`src/design/dep_pkg.sv`:
```
// Shared types and constants for the dual encoder position and speed block.
package dep_pkg;

    // Field widths fixed by the interface.
    localparam int POS_W     = 32;
    localparam int RPM_W     = 26;
    localparam int CPR_W     = 16;
    localparam int TIMEOUT_W = 32;
    localparam int NUM_CH    = 2;

    // Speed arithmetic: 60 * ((1000000 / period) / counts_per_rev).
    localparam int              QUOT_W       = 20;
    localparam int              CNT_W        = $clog2(QUOT_W + 1);
    localparam logic [QUOT_W-1:0] USEC_PER_SEC = 20'd1000000;
    localparam logic [RPM_W-1:0]  RPM_FACTOR   = 26'd60;

    // Configuration port geometry and reset values.
    localparam int                 ADDR_W        = 5;
    localparam int                 DATA_W        = 32;
    localparam logic [CPR_W-1:0]   CPR_RESET     = 16'd1;
    localparam logic [TIMEOUT_W-1:0] TIMEOUT_RESET = 32'd1000000;

    // Register indexes, taken from paddr[4:2].
    typedef enum logic [2:0] {
        REG_ENABLE_1 = 3'd0,
        REG_ENABLE_2 = 3'd1,
        REG_CPR_1    = 3'd2,
        REG_CPR_2    = 3'd3,
        REG_TIMEOUT  = 3'd4
    } dep_reg_idx_t;

    // Sequencer states.
    typedef enum logic [2:0] {
        ST_IDLE,
        ST_STALL,
        ST_DIV_START,
        ST_DIV_WAIT,
        ST_DONE
    } dep_state_t;

    // One sampled tick from both encoders.
    typedef struct packed {
        logic a_level_1;
        logic b_level_1;
        logic a_level_2;
        logic b_level_2;
    } dep_in_t;

    // One result per tick.
    typedef struct packed {
        logic signed [POS_W-1:0] position_1;
        logic signed [POS_W-1:0] position_2;
        logic [RPM_W-1:0]        rpm_1;
        logic [RPM_W-1:0]        rpm_2;
    } dep_out_t;

    // Configuration register contents.
    typedef struct packed {
        logic                 enable_1;
        logic                 enable_2;
        logic [CPR_W-1:0]     counts_per_rev_1;
        logic [CPR_W-1:0]     counts_per_rev_2;
        logic [TIMEOUT_W-1:0] stall_timeout_us;
    } dep_cfg_t;

endpackage

```
`src/design/dep_divider.sv`:
```
// Shared restoring divider, one quotient bit per cycle.
module dep_divider #(
    parameter int DIV_W = 32
) (
    input  logic                       aclk,
    input  logic                       aresetn,
    input  logic                       start,
    input  logic [dep_pkg::QUOT_W-1:0] dividend,
    input  logic [DIV_W-1:0]           divisor,
    output logic                       busy,
    output logic                       done,
    output logic [dep_pkg::QUOT_W-1:0] quotient
);
    import dep_pkg::*;

    logic                busy_reg, busy_next;
    logic                done_reg, done_next;
    logic [CNT_W-1:0]    cnt_reg, cnt_next;
    logic [DIV_W-1:0]    rem_reg, rem_next;
    logic [QUOT_W-1:0]   quo_reg, quo_next;
    logic [DIV_W-1:0]    dvs_reg, dvs_next;
    logic [DIV_W:0]      trial;
    logic [DIV_W:0]      diff;
    logic                fits;

    // Control registers.
    always_ff @(posedge aclk) begin
        if (!aresetn) begin
            busy_reg <= 1'b0;
            done_reg <= 1'b0;
            cnt_reg  <= '0;
        end else begin
            busy_reg <= busy_next;
            done_reg <= done_next;
            cnt_reg  <= cnt_next;
        end
    end

    // Datapath registers.
    always_ff @(posedge aclk) begin
        rem_reg <= rem_next;
        quo_reg <= quo_next;
        dvs_reg <= dvs_next;
    end

    // Trial subtraction of the divisor from the shifted partial remainder.
    assign trial = {rem_reg, quo_reg[QUOT_W-1]};
    assign diff  = trial - {1'b0, dvs_reg};
    assign fits  = (trial >= {1'b0, dvs_reg});

    // One iteration per cycle; the dividend shifts out as quotient bits shift in.
    always_comb begin
        busy_next = busy_reg;
        done_next = 1'b0;
        cnt_next  = cnt_reg;
        rem_next  = rem_reg;
        quo_next  = quo_reg;
        dvs_next  = dvs_reg;
        if (start) begin
            busy_next = 1'b1;
            cnt_next  = CNT_W'(QUOT_W);
            rem_next  = '0;
            quo_next  = dividend;
            dvs_next  = divisor;
        end else if (busy_reg) begin
            rem_next = fits ? diff[DIV_W-1:0] : trial[DIV_W-1:0];
            quo_next = {quo_reg[QUOT_W-2:0], fits};
            cnt_next = cnt_reg - CNT_W'(1);
            if (cnt_reg == CNT_W'(1)) begin
                busy_next = 1'b0;
                done_next = 1'b1;
            end
        end
    end

    assign busy     = busy_reg;
    assign done     = done_reg;
    assign quotient = quo_reg;

endmodule

```
`src/design/dep_regs.sv`:
```
// Configuration register file behind the APB-style port.
module dep_regs (
    input  logic                       aclk,
    input  logic                       aresetn,
    input  logic                       psel,
    input  logic                       penable,
    input  logic                       pwrite,
    input  logic [dep_pkg::ADDR_W-1:0] paddr,
    input  logic [dep_pkg::DATA_W-1:0] pwdata,
    output logic [dep_pkg::DATA_W-1:0] prdata,
    output logic                       pready,
    output dep_pkg::dep_cfg_t          cfg
);
    import dep_pkg::*;

    dep_cfg_t     cfg_reg, cfg_next;
    dep_reg_idx_t idx;
    logic         wr_en;

    assign idx   = dep_reg_idx_t'(paddr[ADDR_W-1:2]);
    assign wr_en = psel && penable && pwrite;

    always_ff @(posedge aclk) begin
        if (!aresetn) begin
            cfg_reg.enable_1         <= 1'b0;
            cfg_reg.enable_2         <= 1'b0;
            cfg_reg.counts_per_rev_1 <= CPR_RESET;
            cfg_reg.counts_per_rev_2 <= CPR_RESET;
            cfg_reg.stall_timeout_us <= TIMEOUT_RESET;
        end else begin
            cfg_reg <= cfg_next;
        end
    end

    // Write decode; addresses past the last register are ignored.
    always_comb begin
        cfg_next = cfg_reg;
        if (wr_en) begin
            unique case (idx)
                REG_ENABLE_1: cfg_next.enable_1         = pwdata[0];
                REG_ENABLE_2: cfg_next.enable_2         = pwdata[0];
                REG_CPR_1:    cfg_next.counts_per_rev_1 = pwdata[CPR_W-1:0];
                REG_CPR_2:    cfg_next.counts_per_rev_2 = pwdata[CPR_W-1:0];
                REG_TIMEOUT:  cfg_next.stall_timeout_us = pwdata[TIMEOUT_W-1:0];
                default:      cfg_next = cfg_reg;
            endcase
        end
    end

    // Read decode.
    always_comb begin
        unique case (idx)
            REG_ENABLE_1: prdata = DATA_W'(cfg_reg.enable_1);
            REG_ENABLE_2: prdata = DATA_W'(cfg_reg.enable_2);
            REG_CPR_1:    prdata = DATA_W'(cfg_reg.counts_per_rev_1);
            REG_CPR_2:    prdata = DATA_W'(cfg_reg.counts_per_rev_2);
            REG_TIMEOUT:  prdata = DATA_W'(cfg_reg.stall_timeout_us);
            default:      prdata = '0;
        endcase
    end

    assign pready = 1'b1;
    assign cfg    = cfg_reg;

endmodule

```
`src/design/dual_encoder_position_speed.sv`:
```
// Each input transfer yields one result. A channel with a nonzero period and counts_per_rev
// gets its speed from two passes through the single shared divider, and the channels are
// served one after the other. No new tick is taken before the result of the last one has
// entered the output register.
// A new tick is taken while the previous result still waits on the output register.
// Reset (aresetn low, synchronous) zeroes positions, times, periods and the clock.
module dual_encoder_position_speed #(
    parameter int TIME_WIDTH = 32
) (
    input  logic                       aclk,
    input  logic                       aresetn,
    input  logic                       s_valid,
    output logic                       s_ready,
    input  dep_pkg::dep_in_t           s_data,
    output logic                       m_valid,
    input  logic                       m_ready,
    output dep_pkg::dep_out_t          m_data,
    input  logic                       psel,
    input  logic                       penable,
    input  logic                       pwrite,
    input  logic [dep_pkg::ADDR_W-1:0] paddr,
    input  logic [dep_pkg::DATA_W-1:0] pwdata,
    output logic [dep_pkg::DATA_W-1:0] prdata,
    output logic                       pready
);
    import dep_pkg::*;

    localparam int CMP_W = (TIME_WIDTH > TIMEOUT_W) ? TIME_WIDTH : TIMEOUT_W;

    dep_cfg_t   cfg;
    dep_state_t state_reg, state_next;
    logic       ch_reg, ch_next;
    logic       stage_reg, stage_next;

    logic [TIME_WIDTH-1:0]   usec_reg, usec_next;
    logic [TIME_WIDTH-1:0]   last_reg   [NUM_CH];
    logic [TIME_WIDTH-1:0]   last_next  [NUM_CH];
    logic [TIME_WIDTH-1:0]   period_reg [NUM_CH];
    logic [TIME_WIDTH-1:0]   period_next[NUM_CH];
    logic signed [POS_W-1:0] pos_reg    [NUM_CH];
    logic signed [POS_W-1:0] pos_next   [NUM_CH];
    logic                    prev_a_reg [NUM_CH];
    logic                    prev_a_next[NUM_CH];
    logic [RPM_W-1:0]        rpm_reg    [NUM_CH];
    logic [RPM_W-1:0]        rpm_next   [NUM_CH];
    logic [QUOT_W-1:0]       quo1_reg, quo1_next;
    logic                    m_valid_reg, m_valid_next;
    dep_out_t                m_data_reg, m_data_next;

    logic                    a_in  [NUM_CH];
    logic                    b_in  [NUM_CH];
    logic                    en    [NUM_CH];
    logic [TIME_WIDTH-1:0]   elapsed[NUM_CH];
    logic [CPR_W-1:0]        counts_sel;
    logic [TIME_WIDTH-1:0]   period_sel;
    logic                    in_xfer;
    logic                    out_load;
    logic                    skip;

    logic                    div_start;
    logic                    div_busy;
    logic                    div_done;
    logic [QUOT_W-1:0]       div_dividend;
    logic [TIME_WIDTH-1:0]   div_divisor;
    logic [QUOT_W-1:0]       div_quotient;

    // Configuration registers.
    dep_regs u_regs (
        .aclk    (aclk),
        .aresetn (aresetn),
        .psel    (psel),
        .penable (penable),
        .pwrite  (pwrite),
        .paddr   (paddr),
        .pwdata  (pwdata),
        .prdata  (prdata),
        .pready  (pready),
        .cfg     (cfg)
    );

    // Divider shared by both channels and both division steps.
    dep_divider #(
        .DIV_W (TIME_WIDTH)
    ) u_div (
        .aclk     (aclk),
        .aresetn  (aresetn),
        .start    (div_start),
        .dividend (div_dividend),
        .divisor  (div_divisor),
        .busy     (div_busy),
        .done     (div_done),
        .quotient (div_quotient)
    );

    // Per-channel views of the inputs and configuration.
    assign a_in[0] = s_data.a_level_1;
    assign b_in[0] = s_data.b_level_1;
    assign a_in[1] = s_data.a_level_2;
    assign b_in[1] = s_data.b_level_2;
    assign en[0]   = cfg.enable_1;
    assign en[1]   = cfg.enable_2;

    assign counts_sel = ch_reg ? cfg.counts_per_rev_2 : cfg.counts_per_rev_1;
    assign period_sel = period_reg[ch_reg];

    // A channel with no period or no counts per revolution skips its divisions.
    assign skip = !stage_reg && ((period_sel == '0) || (counts_sel == '0));

    // First pass divides one second by the period, second pass divides by the counts.
    assign div_dividend = stage_reg ? quo1_reg : USEC_PER_SEC;
    assign div_divisor  = stage_reg ? TIME_WIDTH'(counts_sel) : period_sel;

    assign s_ready  = (state_reg == ST_IDLE);
    assign in_xfer  = s_valid && s_ready;
    assign out_load = (state_reg == ST_DONE) && (!m_valid_reg || m_ready);

    // Control state.
    always_ff @(posedge aclk) begin
        if (!aresetn) begin
            state_reg   <= ST_IDLE;
            ch_reg      <= 1'b0;
            stage_reg   <= 1'b0;
            usec_reg    <= '0;
            m_valid_reg <= 1'b0;
            for (int c = 0; c < NUM_CH; c++) begin
                last_reg[c]   <= '0;
                period_reg[c] <= '0;
                pos_reg[c]    <= '0;
                prev_a_reg[c] <= 1'b0;
            end
        end else begin
            state_reg   <= state_next;
            ch_reg      <= ch_next;
            stage_reg   <= stage_next;
            usec_reg    <= usec_next;
            m_valid_reg <= m_valid_next;
            for (int c = 0; c < NUM_CH; c++) begin
                last_reg[c]   <= last_next[c];
                period_reg[c] <= period_next[c];
                pos_reg[c]    <= pos_next[c];
                prev_a_reg[c] <= prev_a_next[c];
            end
        end
    end

    // Payload registers.
    always_ff @(posedge aclk) begin
        quo1_reg   <= quo1_next;
        m_data_reg <= m_data_next;
        for (int c = 0; c < NUM_CH; c++) begin
            rpm_reg[c] <= rpm_next[c];
        end
    end

    // Sequencer: next state and divider start.
    always_comb begin
        state_next = state_reg;
        div_start  = 1'b0;
        unique case (state_reg)
            ST_IDLE: begin
                if (s_valid) begin
                    state_next = ST_STALL;
                end
            end
            ST_STALL: begin
                state_next = ST_DIV_START;
            end
            ST_DIV_START: begin
                if (skip) begin
                    state_next = ch_reg ? ST_DONE : ST_DIV_START;
                end else begin
                    div_start  = 1'b1;
                    state_next = ST_DIV_WAIT;
                end
            end
            ST_DIV_WAIT: begin
                if (div_done) begin
                    state_next = (stage_reg && ch_reg) ? ST_DONE : ST_DIV_START;
                end
            end
            ST_DONE: begin
                if (!m_valid_reg || m_ready) begin
                    state_next = ST_IDLE;
                end
            end
            default: state_next = ST_IDLE;
        endcase
    end

    // Datapath: edge capture, stall check, speed results and output register.
    always_comb begin
        ch_next      = ch_reg;
        stage_next   = stage_reg;
        usec_next    = usec_reg;
        quo1_next    = quo1_reg;
        m_valid_next = m_valid_reg;
        m_data_next  = m_data_reg;
        for (int c = 0; c < NUM_CH; c++) begin
            last_next[c]   = last_reg[c];
            period_next[c] = period_reg[c];
            pos_next[c]    = pos_reg[c];
            prev_a_next[c] = prev_a_reg[c];
            rpm_next[c]    = rpm_reg[c];
            elapsed[c]     = usec_reg - last_reg[c];
        end

        // A rising edge of A on an enabled channel counts and measures its period.
        if (in_xfer) begin
            for (int c = 0; c < NUM_CH; c++) begin
                if (en[c] && !prev_a_reg[c] && a_in[c]) begin
                    period_next[c] = usec_reg - last_reg[c];
                    last_next[c]   = usec_reg;
                    pos_next[c]    = b_in[c] ? (pos_reg[c] + 32'sd1) : (pos_reg[c] - 32'sd1);
                end
                prev_a_next[c] = a_in[c];
            end
        end

        // A channel quiet for longer than the timeout loses its period.
        if (state_reg == ST_STALL) begin
            for (int c = 0; c < NUM_CH; c++) begin
                if (CMP_W'(elapsed[c]) > CMP_W'(cfg.stall_timeout_us)) begin
                    period_next[c] = '0;
                end
            end
        end

        // Skipped channel reads zero speed.
        if ((state_reg == ST_DIV_START) && skip) begin
            rpm_next[ch_reg] = '0;
            ch_next          = ~ch_reg;
        end

        // Collect each division result.
        if ((state_reg == ST_DIV_WAIT) && div_done) begin
            if (!stage_reg) begin
                quo1_next  = div_quotient;
                stage_next = 1'b1;
            end else begin
                rpm_next[ch_reg] = RPM_W'(RPM_W'(div_quotient) * RPM_FACTOR);
                stage_next       = 1'b0;
                ch_next          = ~ch_reg;
            end
        end

        // Result transfer and clock advance.
        if (out_load) begin
            m_valid_next            = 1'b1;
            m_data_next.position_1  = pos_reg[0];
            m_data_next.position_2  = pos_reg[1];
            m_data_next.rpm_1       = rpm_reg[0];
            m_data_next.rpm_2       = rpm_reg[1];
            usec_next               = usec_reg + TIME_WIDTH'(1);
        end else if (m_valid_reg && m_ready) begin
            m_valid_next = 1'b0;
        end
    end

    assign m_valid = m_valid_reg;
    assign m_data  = m_data_reg;

    // No new tick is taken while a division is in flight.
    assert property (@(posedge aclk) disable iff (!aresetn) div_busy |-> !s_ready)
        else $error("input transfer possible while divider busy");

    // Divider completion is only seen by the sequencer while it waits for it.
    assert property (@(posedge aclk) disable iff (!aresetn)
        div_done |-> (state_reg == ST_DIV_WAIT))
        else $error("divider result arrived outside the wait state");

    // The second division step exists only inside the division states.
    assert property (@(posedge aclk) disable iff (!aresetn)
        stage_reg |-> ((state_reg == ST_DIV_START) || (state_reg == ST_DIV_WAIT)))
        else $error("division stage left set outside the division states");

    // A result load always presents a valid transfer in the following cycle.
    assert property (@(posedge aclk) disable iff (!aresetn) out_load |=> m_valid)
        else $error("result load did not raise m_valid");

endmodule
```
`config.mk`:
```
export PLATFORM = sky130hd
export DESIGN_NAME = dual_encoder_position_speed
export DESIGN_NICKNAME = d
export VERILOG_FILES = /design/src/design/dep_pkg.sv /design/src/design/dep_divider.sv /design/src/design/dep_regs.sv /design/src/design/dual_encoder_position_speed.sv
export SDC_FILE = /design/constraint.sdc
export NUM_CORES = 2
export LEC_CHECK = 0
export BUFFER_PORTS_ARGS = -buffer_cell sky130_fd_sc_hd__buf_2
export CORE_MARGIN = 3
export CORE_UTILIZATION = 47
export CTS_BUF_LIST = sky130_fd_sc_hd__clkbuf_4
export DETAILED_ROUTE_END_ITERATION = 7
export GPL_TIMING_DRIVEN = 0
export PLACE_DENSITY = 0.68
export SLEW_MARGIN = 20
export SYNTH_ARGS = -nofsm -noshare
export SYNTH_HDL_FRONTEND = slang
export SYNTH_SLANG_ARGS = --single-unit
```
`constraint.sdc`:
```
create_clock -name aclk -period 8.42 [get_ports aclk]
set_input_delay 0.842 -clock aclk [delete_from_list [all_inputs] [get_ports aclk]]
set_output_delay 0.842 -clock aclk [all_outputs]
set_load 0.005 [all_outputs]
```
### Word-level counts from Yosys, hierarchy flattened

Memory sizes are Yosys's and may differ from the RTL's. A register that Yosys moved wholly into a read port is not among the register bits.
Index checks and enable logic that the tools add are counted.
Widths: inputs -> output; s select.

* register bits: 331
* RAM bits: 246
* memories: 5
* output and inout port bits: 151
* input port bits: 48

* bitwise logic cells: 15
* $lt $le $gt $ge: 5
* multiplexer cells: 60
* reductions and logical operators: 35
* multipliers: 1
* add/sub/neg operators: 9
* eq/ne operators: 12

Memories
* last_reg: words 2, width 32, read ports 2, clocked after memory_dff 0, write ports 2, RTL line dual_encoder_position_speed.sv:36 `logic [TIME_WIDTH-1:0] last_reg [NUM_CH];`
* period_reg: words 2, width 32, read ports 3, clocked after memory_dff 1, write ports 2, RTL line dual_encoder_position_speed.sv:38 `logic [TIME_WIDTH-1:0] period_reg [NUM_CH];`
* pos_reg: words 2, width 32, read ports 2, clocked after memory_dff 0, write ports 2, RTL line dual_encoder_position_speed.sv:40 `logic signed [POS_W-1:0] pos_reg [NUM_CH];`
* rpm_reg: words 2, width 26, read ports 2, clocked after memory_dff 0, write ports 2, RTL line dual_encoder_position_speed.sv:44 `logic [RPM_W-1:0] rpm_reg [NUM_CH];`
* prev_a_reg: words 2, width 1, read ports 2, clocked after memory_dff 0, write ports 2, RTL line dual_encoder_position_speed.sv:42 `logic prev_a_reg [NUM_CH];`

Operator list (count)
* $mux 32: 17
* $mux 64: 4
* $pmux 32 s5: 1
* $mux 52: 3
* $sub 32x32->32: 3
* $add 32x2->32 const B: 2
* $gt 32x32->1: 2
* $sub 32x2->32 const B: 2
* $mux 20: 3
* $and 52x52->52: 1
* $bwmux 52: 1
* $not 52->52: 1
* $ge 33x32->1: 1
* $add 32x1->32 const B: 1
* $logic_not 32->1: 1
* $mux 16: 2
* $demux 26 s1: 1
* $mux 26: 1
* $mul 20x4->24 const B: 1
* $mux 3: 6
* $mux 1: 17
* $logic_not 16->1: 1
* $pmux 3 s5: 1
* $logic_and 1x1->1: 14
* 22 further kinds: 50

### Logic depth before layout (Yosys ltp)

* depth after elaboration: 11
* mapped depth: 26
* gate-level depth less buffers: 25

### Hierarchy

From an unflattened synthesis, not the netlist that was laid out.

* cell total of the unflattened synthesis: 3581
* area total of the unflattened synthesis: 33327.0 um^2

By module, submodules not included
* dual_encoder_position_speed: area an instance 24801.3 um^2, cells each 2703, seq. area each 9809.4 um^2, instances 1
* dep_divider: area an instance 5516.5 um^2, cells each 556, seq. area each 2342.2 um^2, instances 1
* dep_regs: area an instance 3009.1 um^2, cells each 322, seq. area each 1321.3 um^2, instances 1

### Least setup slack after synthesis

OpenSTA, ideal clock, no wires.

* kind: input to register
* start: input m_ready
* end: register usec_reg[30]
* path slack: 2.300 ns
* stages on the path: 8
* data arrival time: 6.050 ns
* buffers on the path: 1
* required time: 8.350 ns
* library setup time: 0.070 ns
* cell sequence: nor2b_1 nor2b_1 clkbuf_1 nand3_1 nor3_1 nand2_1 or3_1 a21boi_1

* word-level cells in the longest chain between the ends: 2

Ends and longest elaborated chain
* start, declared: RTL line dual_encoder_position_speed.sv:16 `input logic m_ready,`
* $logic_or 1x1->1: RTL line dual_encoder_position_speed.sv:115 `assign out_load = (state_reg == ST_DONE) && (!m_valid_reg || m_ready);`
* $logic_and 1x1->1: RTL line dual_encoder_position_speed.sv:115
* end signal, assigned: RTL line dual_encoder_position_speed.sv:135 `usec_reg <= usec_next;`
* end, declared: RTL line dual_encoder_position_speed.sv:35 `logic [TIME_WIDTH-1:0] usec_reg, usec_next;`

No other way between the ends.
A chain may end at the register's enable or synchronous reset.

==> reports/metrics.yaml <==
status: "finished, final reports clean"
finalSetupViolCount: 0
gp_congestion: 0.936
timing.final.crit_share: 0.752
end_kind: "flip-flop"
clockBufferDepth: 3
first_pass_iters: 6
drive_gt1_frac: 0.119
power-per-cell-area_nw_per_um2: 191
avgSynthCellArea_um2: 9.10
io_pins: 199
worst-path-buf-inv: 4
cpMaxStageDelayCell: "a2111oi_2"
core_region_area_um2: 68900
fin_tns_setup_ns: 0
clk_pin_slew_ns: 0.06
start_kind: "flip-flop"
crit_type: "reg -> reg"
die_h_um: 271
place_hpwl_um: 72800
synth-edff-count: 190
fin_total_pwr_mw: 7.16
grt_max_degree: 45
nets: 4320
slowest_delay_ns: 0.77
postSynthCellCount: 3617
syn2layout_area_growth_pct: 13.6
die-area_um2: 73300
placed_cells_incl_taps: 4746
synth_area_um2: 32900
drt-initial-drc-count: 2047
critPathTopFamily: "compound AO/OA/AOI/OAI gates"
wl_per_cell_um: 19.0
yosys_warnings: 0
final_area_um2: 37400
dpl_cell_area_um2: 35100
routed_wl_um: 95800
cts-root-buf: "clkbuf_4"
clock_latency_ns: 1.06
clkSinkCount: 578
drc: 0
ctsResizeCount: 0
cts_buffers: 157
drv_cap: 0
p_leak_nw: 15.4
fin_util: 0.543
ctsHtreeMaxLevel: 4
rsz0062_at_grt: "false"
synth-main-ff-cell: "dfxtp_1"
grt_pass1_vias: 26675
final_max_slew_viol_count: 0
multi_input_area_um2: 18100
hold_class: "in -> reg"
async_flop_share: 0
ir_drop_uv: 120
vias_per_cell: 5.53
grt_first_pass_wirelength_um: 149000
finalCriticalPeriod_ns: 6.33
tightest_slew_ns: 1.04
setup_slack_ns: 2.09
regArea_um2: 13500
cts_tree: "done"
initial_utilization: 0.477
grt.overflow.total: 0
ant_nets: 0
portBuffers: 194
crit_arrival_ns: 7.28
die_x_um: 271
fmax_ghz: 0.158
vias: 27933
cp.required_ns: 9.37
hold_viol: 0
grt_antenna_before_repair: 6
ys_seq_area_frac: 0.409
track_usage: 0.258
final_cells: 5051
synth.distinct_cells: 84
whs_ns: 0.0774
skew_ns: 0.0796
rows: 96
cpMostUsedCell: "a21oi_1"
crit_fanout: 10
syn_nets: 3955
relSlewSlack: 0.303
ys_seq_elements: 578
largest_reg_flops: 116
post-cts-setup-buffer-count: 0
n_fill_cell: 6514
post-place-ws_ns: 2.18
## report_power, final
part | leakage, nW | total, mW | internal, mW | switching [mW]
clock | 1.26 | 2.66 | 1.38 | 1.29
combinational | 9.31 | 1.46 | 0.579 | 0.879
sequential | 4.85 | 3.04 | 2.96 | 0.0815
## Yosys cell counts (29+ instances only)
| master | n | area share |
|---|---|---|
| nand2_1 | 569 | 0.065 |
| dfxtp_1 | 388 | 0.24 |
| ha_1 | 248 | 0.094 |
| a21oi_1 | 242 | 0.037 |
| inv_1 | 191 | 0.022 |
| edfxtp_1 | 190 | 0.17 |
| nor2_1 | 180 | 0.021 |
| clkbuf_1 | 147 | 0.017 |
| a21o_1 | 121 | 0.028 |
| xnor2_1 | 108 | 0.029 |
| a21boi_0 | 105 | 0.024 |
| o21ai_0 | 94 | 0.014 |
| o21ai_1 | 85 | 0.013 |
| xor2_1 | 76 | 0.020 |
| and2_1 | 74 | 0.014 |
| mux2i_1 | 60 | 0.018 |
| nand3_1 | 57 | 0.0087 |
| a22o_1 | 55 | 0.015 |
| nor2b_1 | 50 | 0.0095 |
| nand4_1 | 47 | 0.0089 |
| fa_1 | 42 | 0.026 |
| a21boi_1 | 41 | 0.0093 |
| a211oi_1 | 39 | 0.0089 |
| nand2b_1 | 34 | 0.0065 |
| nor3_1 | 30 | 0.0046 |
| o21bai_1 | 29 | 0.0066 |
## what timing repair did
action / in CTS / in global routing
hold buffers: 8 / 0
endpoints found under the hold margin: 10 / 0
setup endpoints to repair: 0 / 0
## cell type report
cell class,count,share of cell area
multi-input combinational,2674,0.483
tap,931,0.0311
antenna,11,0.000736
sequential,578,0.360
buffer,168,0.0177
clock inverter,57,0.0115
inverter,197,0.0198
timing repair buffer,206,0.0302
clock buffer,229,0.0460
## layout by cell type, fill, tap and decap left out, drive strengths merged, types with 23 or more instances in the layout
cell    netlist  final
ha          248    248
and3         25     25
fa           42     42
and2         74     74
mux2i        60     60
o21a         25     25
clkinv        0     48
a21boi      146    146
o21bai       29     29
edfxtp      190    190
o21ai       179    179
dfxtp       388    388
a211oi       39     39
buf          21    219
nand3        57     57
nor2b        50     50
clkbuf      147    376
xnor2       108    108
o22ai        23     23
nand4        47     47
nand2       569    569
nor2        180    180
a21oi       242    242
nand2b       34     34
a21o        121    121
a22o         55     55
nor3         31     31
inv         197    202
xor2         76     76
## final timing paths
path / slack (ns) / cells after the start / to / start
worst max-delay path: 2.09 / 25 / period_reg[1][15] / usec_reg[0]
worst min-delay path: 0.08 / 3 / u_regs.cfg[45] / pwdata[13]
worst max register to register: 2.09 / 25 / period_reg[1][15] / usec_reg[0]
worst min register to register: 0.40 / 0 / m_data[6] / rpm_reg[0][32]
## metal layers
| metal | track usage | vias up | share of wire |
|---|---|---|---|
| met3 | 0.0501 | 199 | 0.061 |
| met2 | 0.429 | 849 | 0.47 |
| met1 | 0.329 | 13223 | 0.43 |
| met5 | 0 | - | 0 |
| li1 | - | 13662 | - |
| met4 | 0.107 | 0 | 0.036 |
## tightest hold or removal path, cell delays in order
cell and delay, ns:
buf_2 0.12, nand2_1 0.05, a21boi_1 0.05
## cell families (layout without fill, tap and decap cells)
group | count (synthesis) | count (layout) | synth area share
other | 1 | 12 | 0.000114
AND/OR/NAND/NOR | 1149 | 1149 | 0.161
flip-flops | 578 | 578 | 0.409
adder cells (fa/ha/maj) | 290 | 290 | 0.120
buffers and inverters | 365 | 857 | 0.0425
multiplexers | 65 | 65 | 0.0203
AO/OA/AOI/OAI | 985 | 985 | 0.198
XOR/XNOR | 184 | 184 | 0.0490
Note: power is estimated with default switching activity, not from simulation.
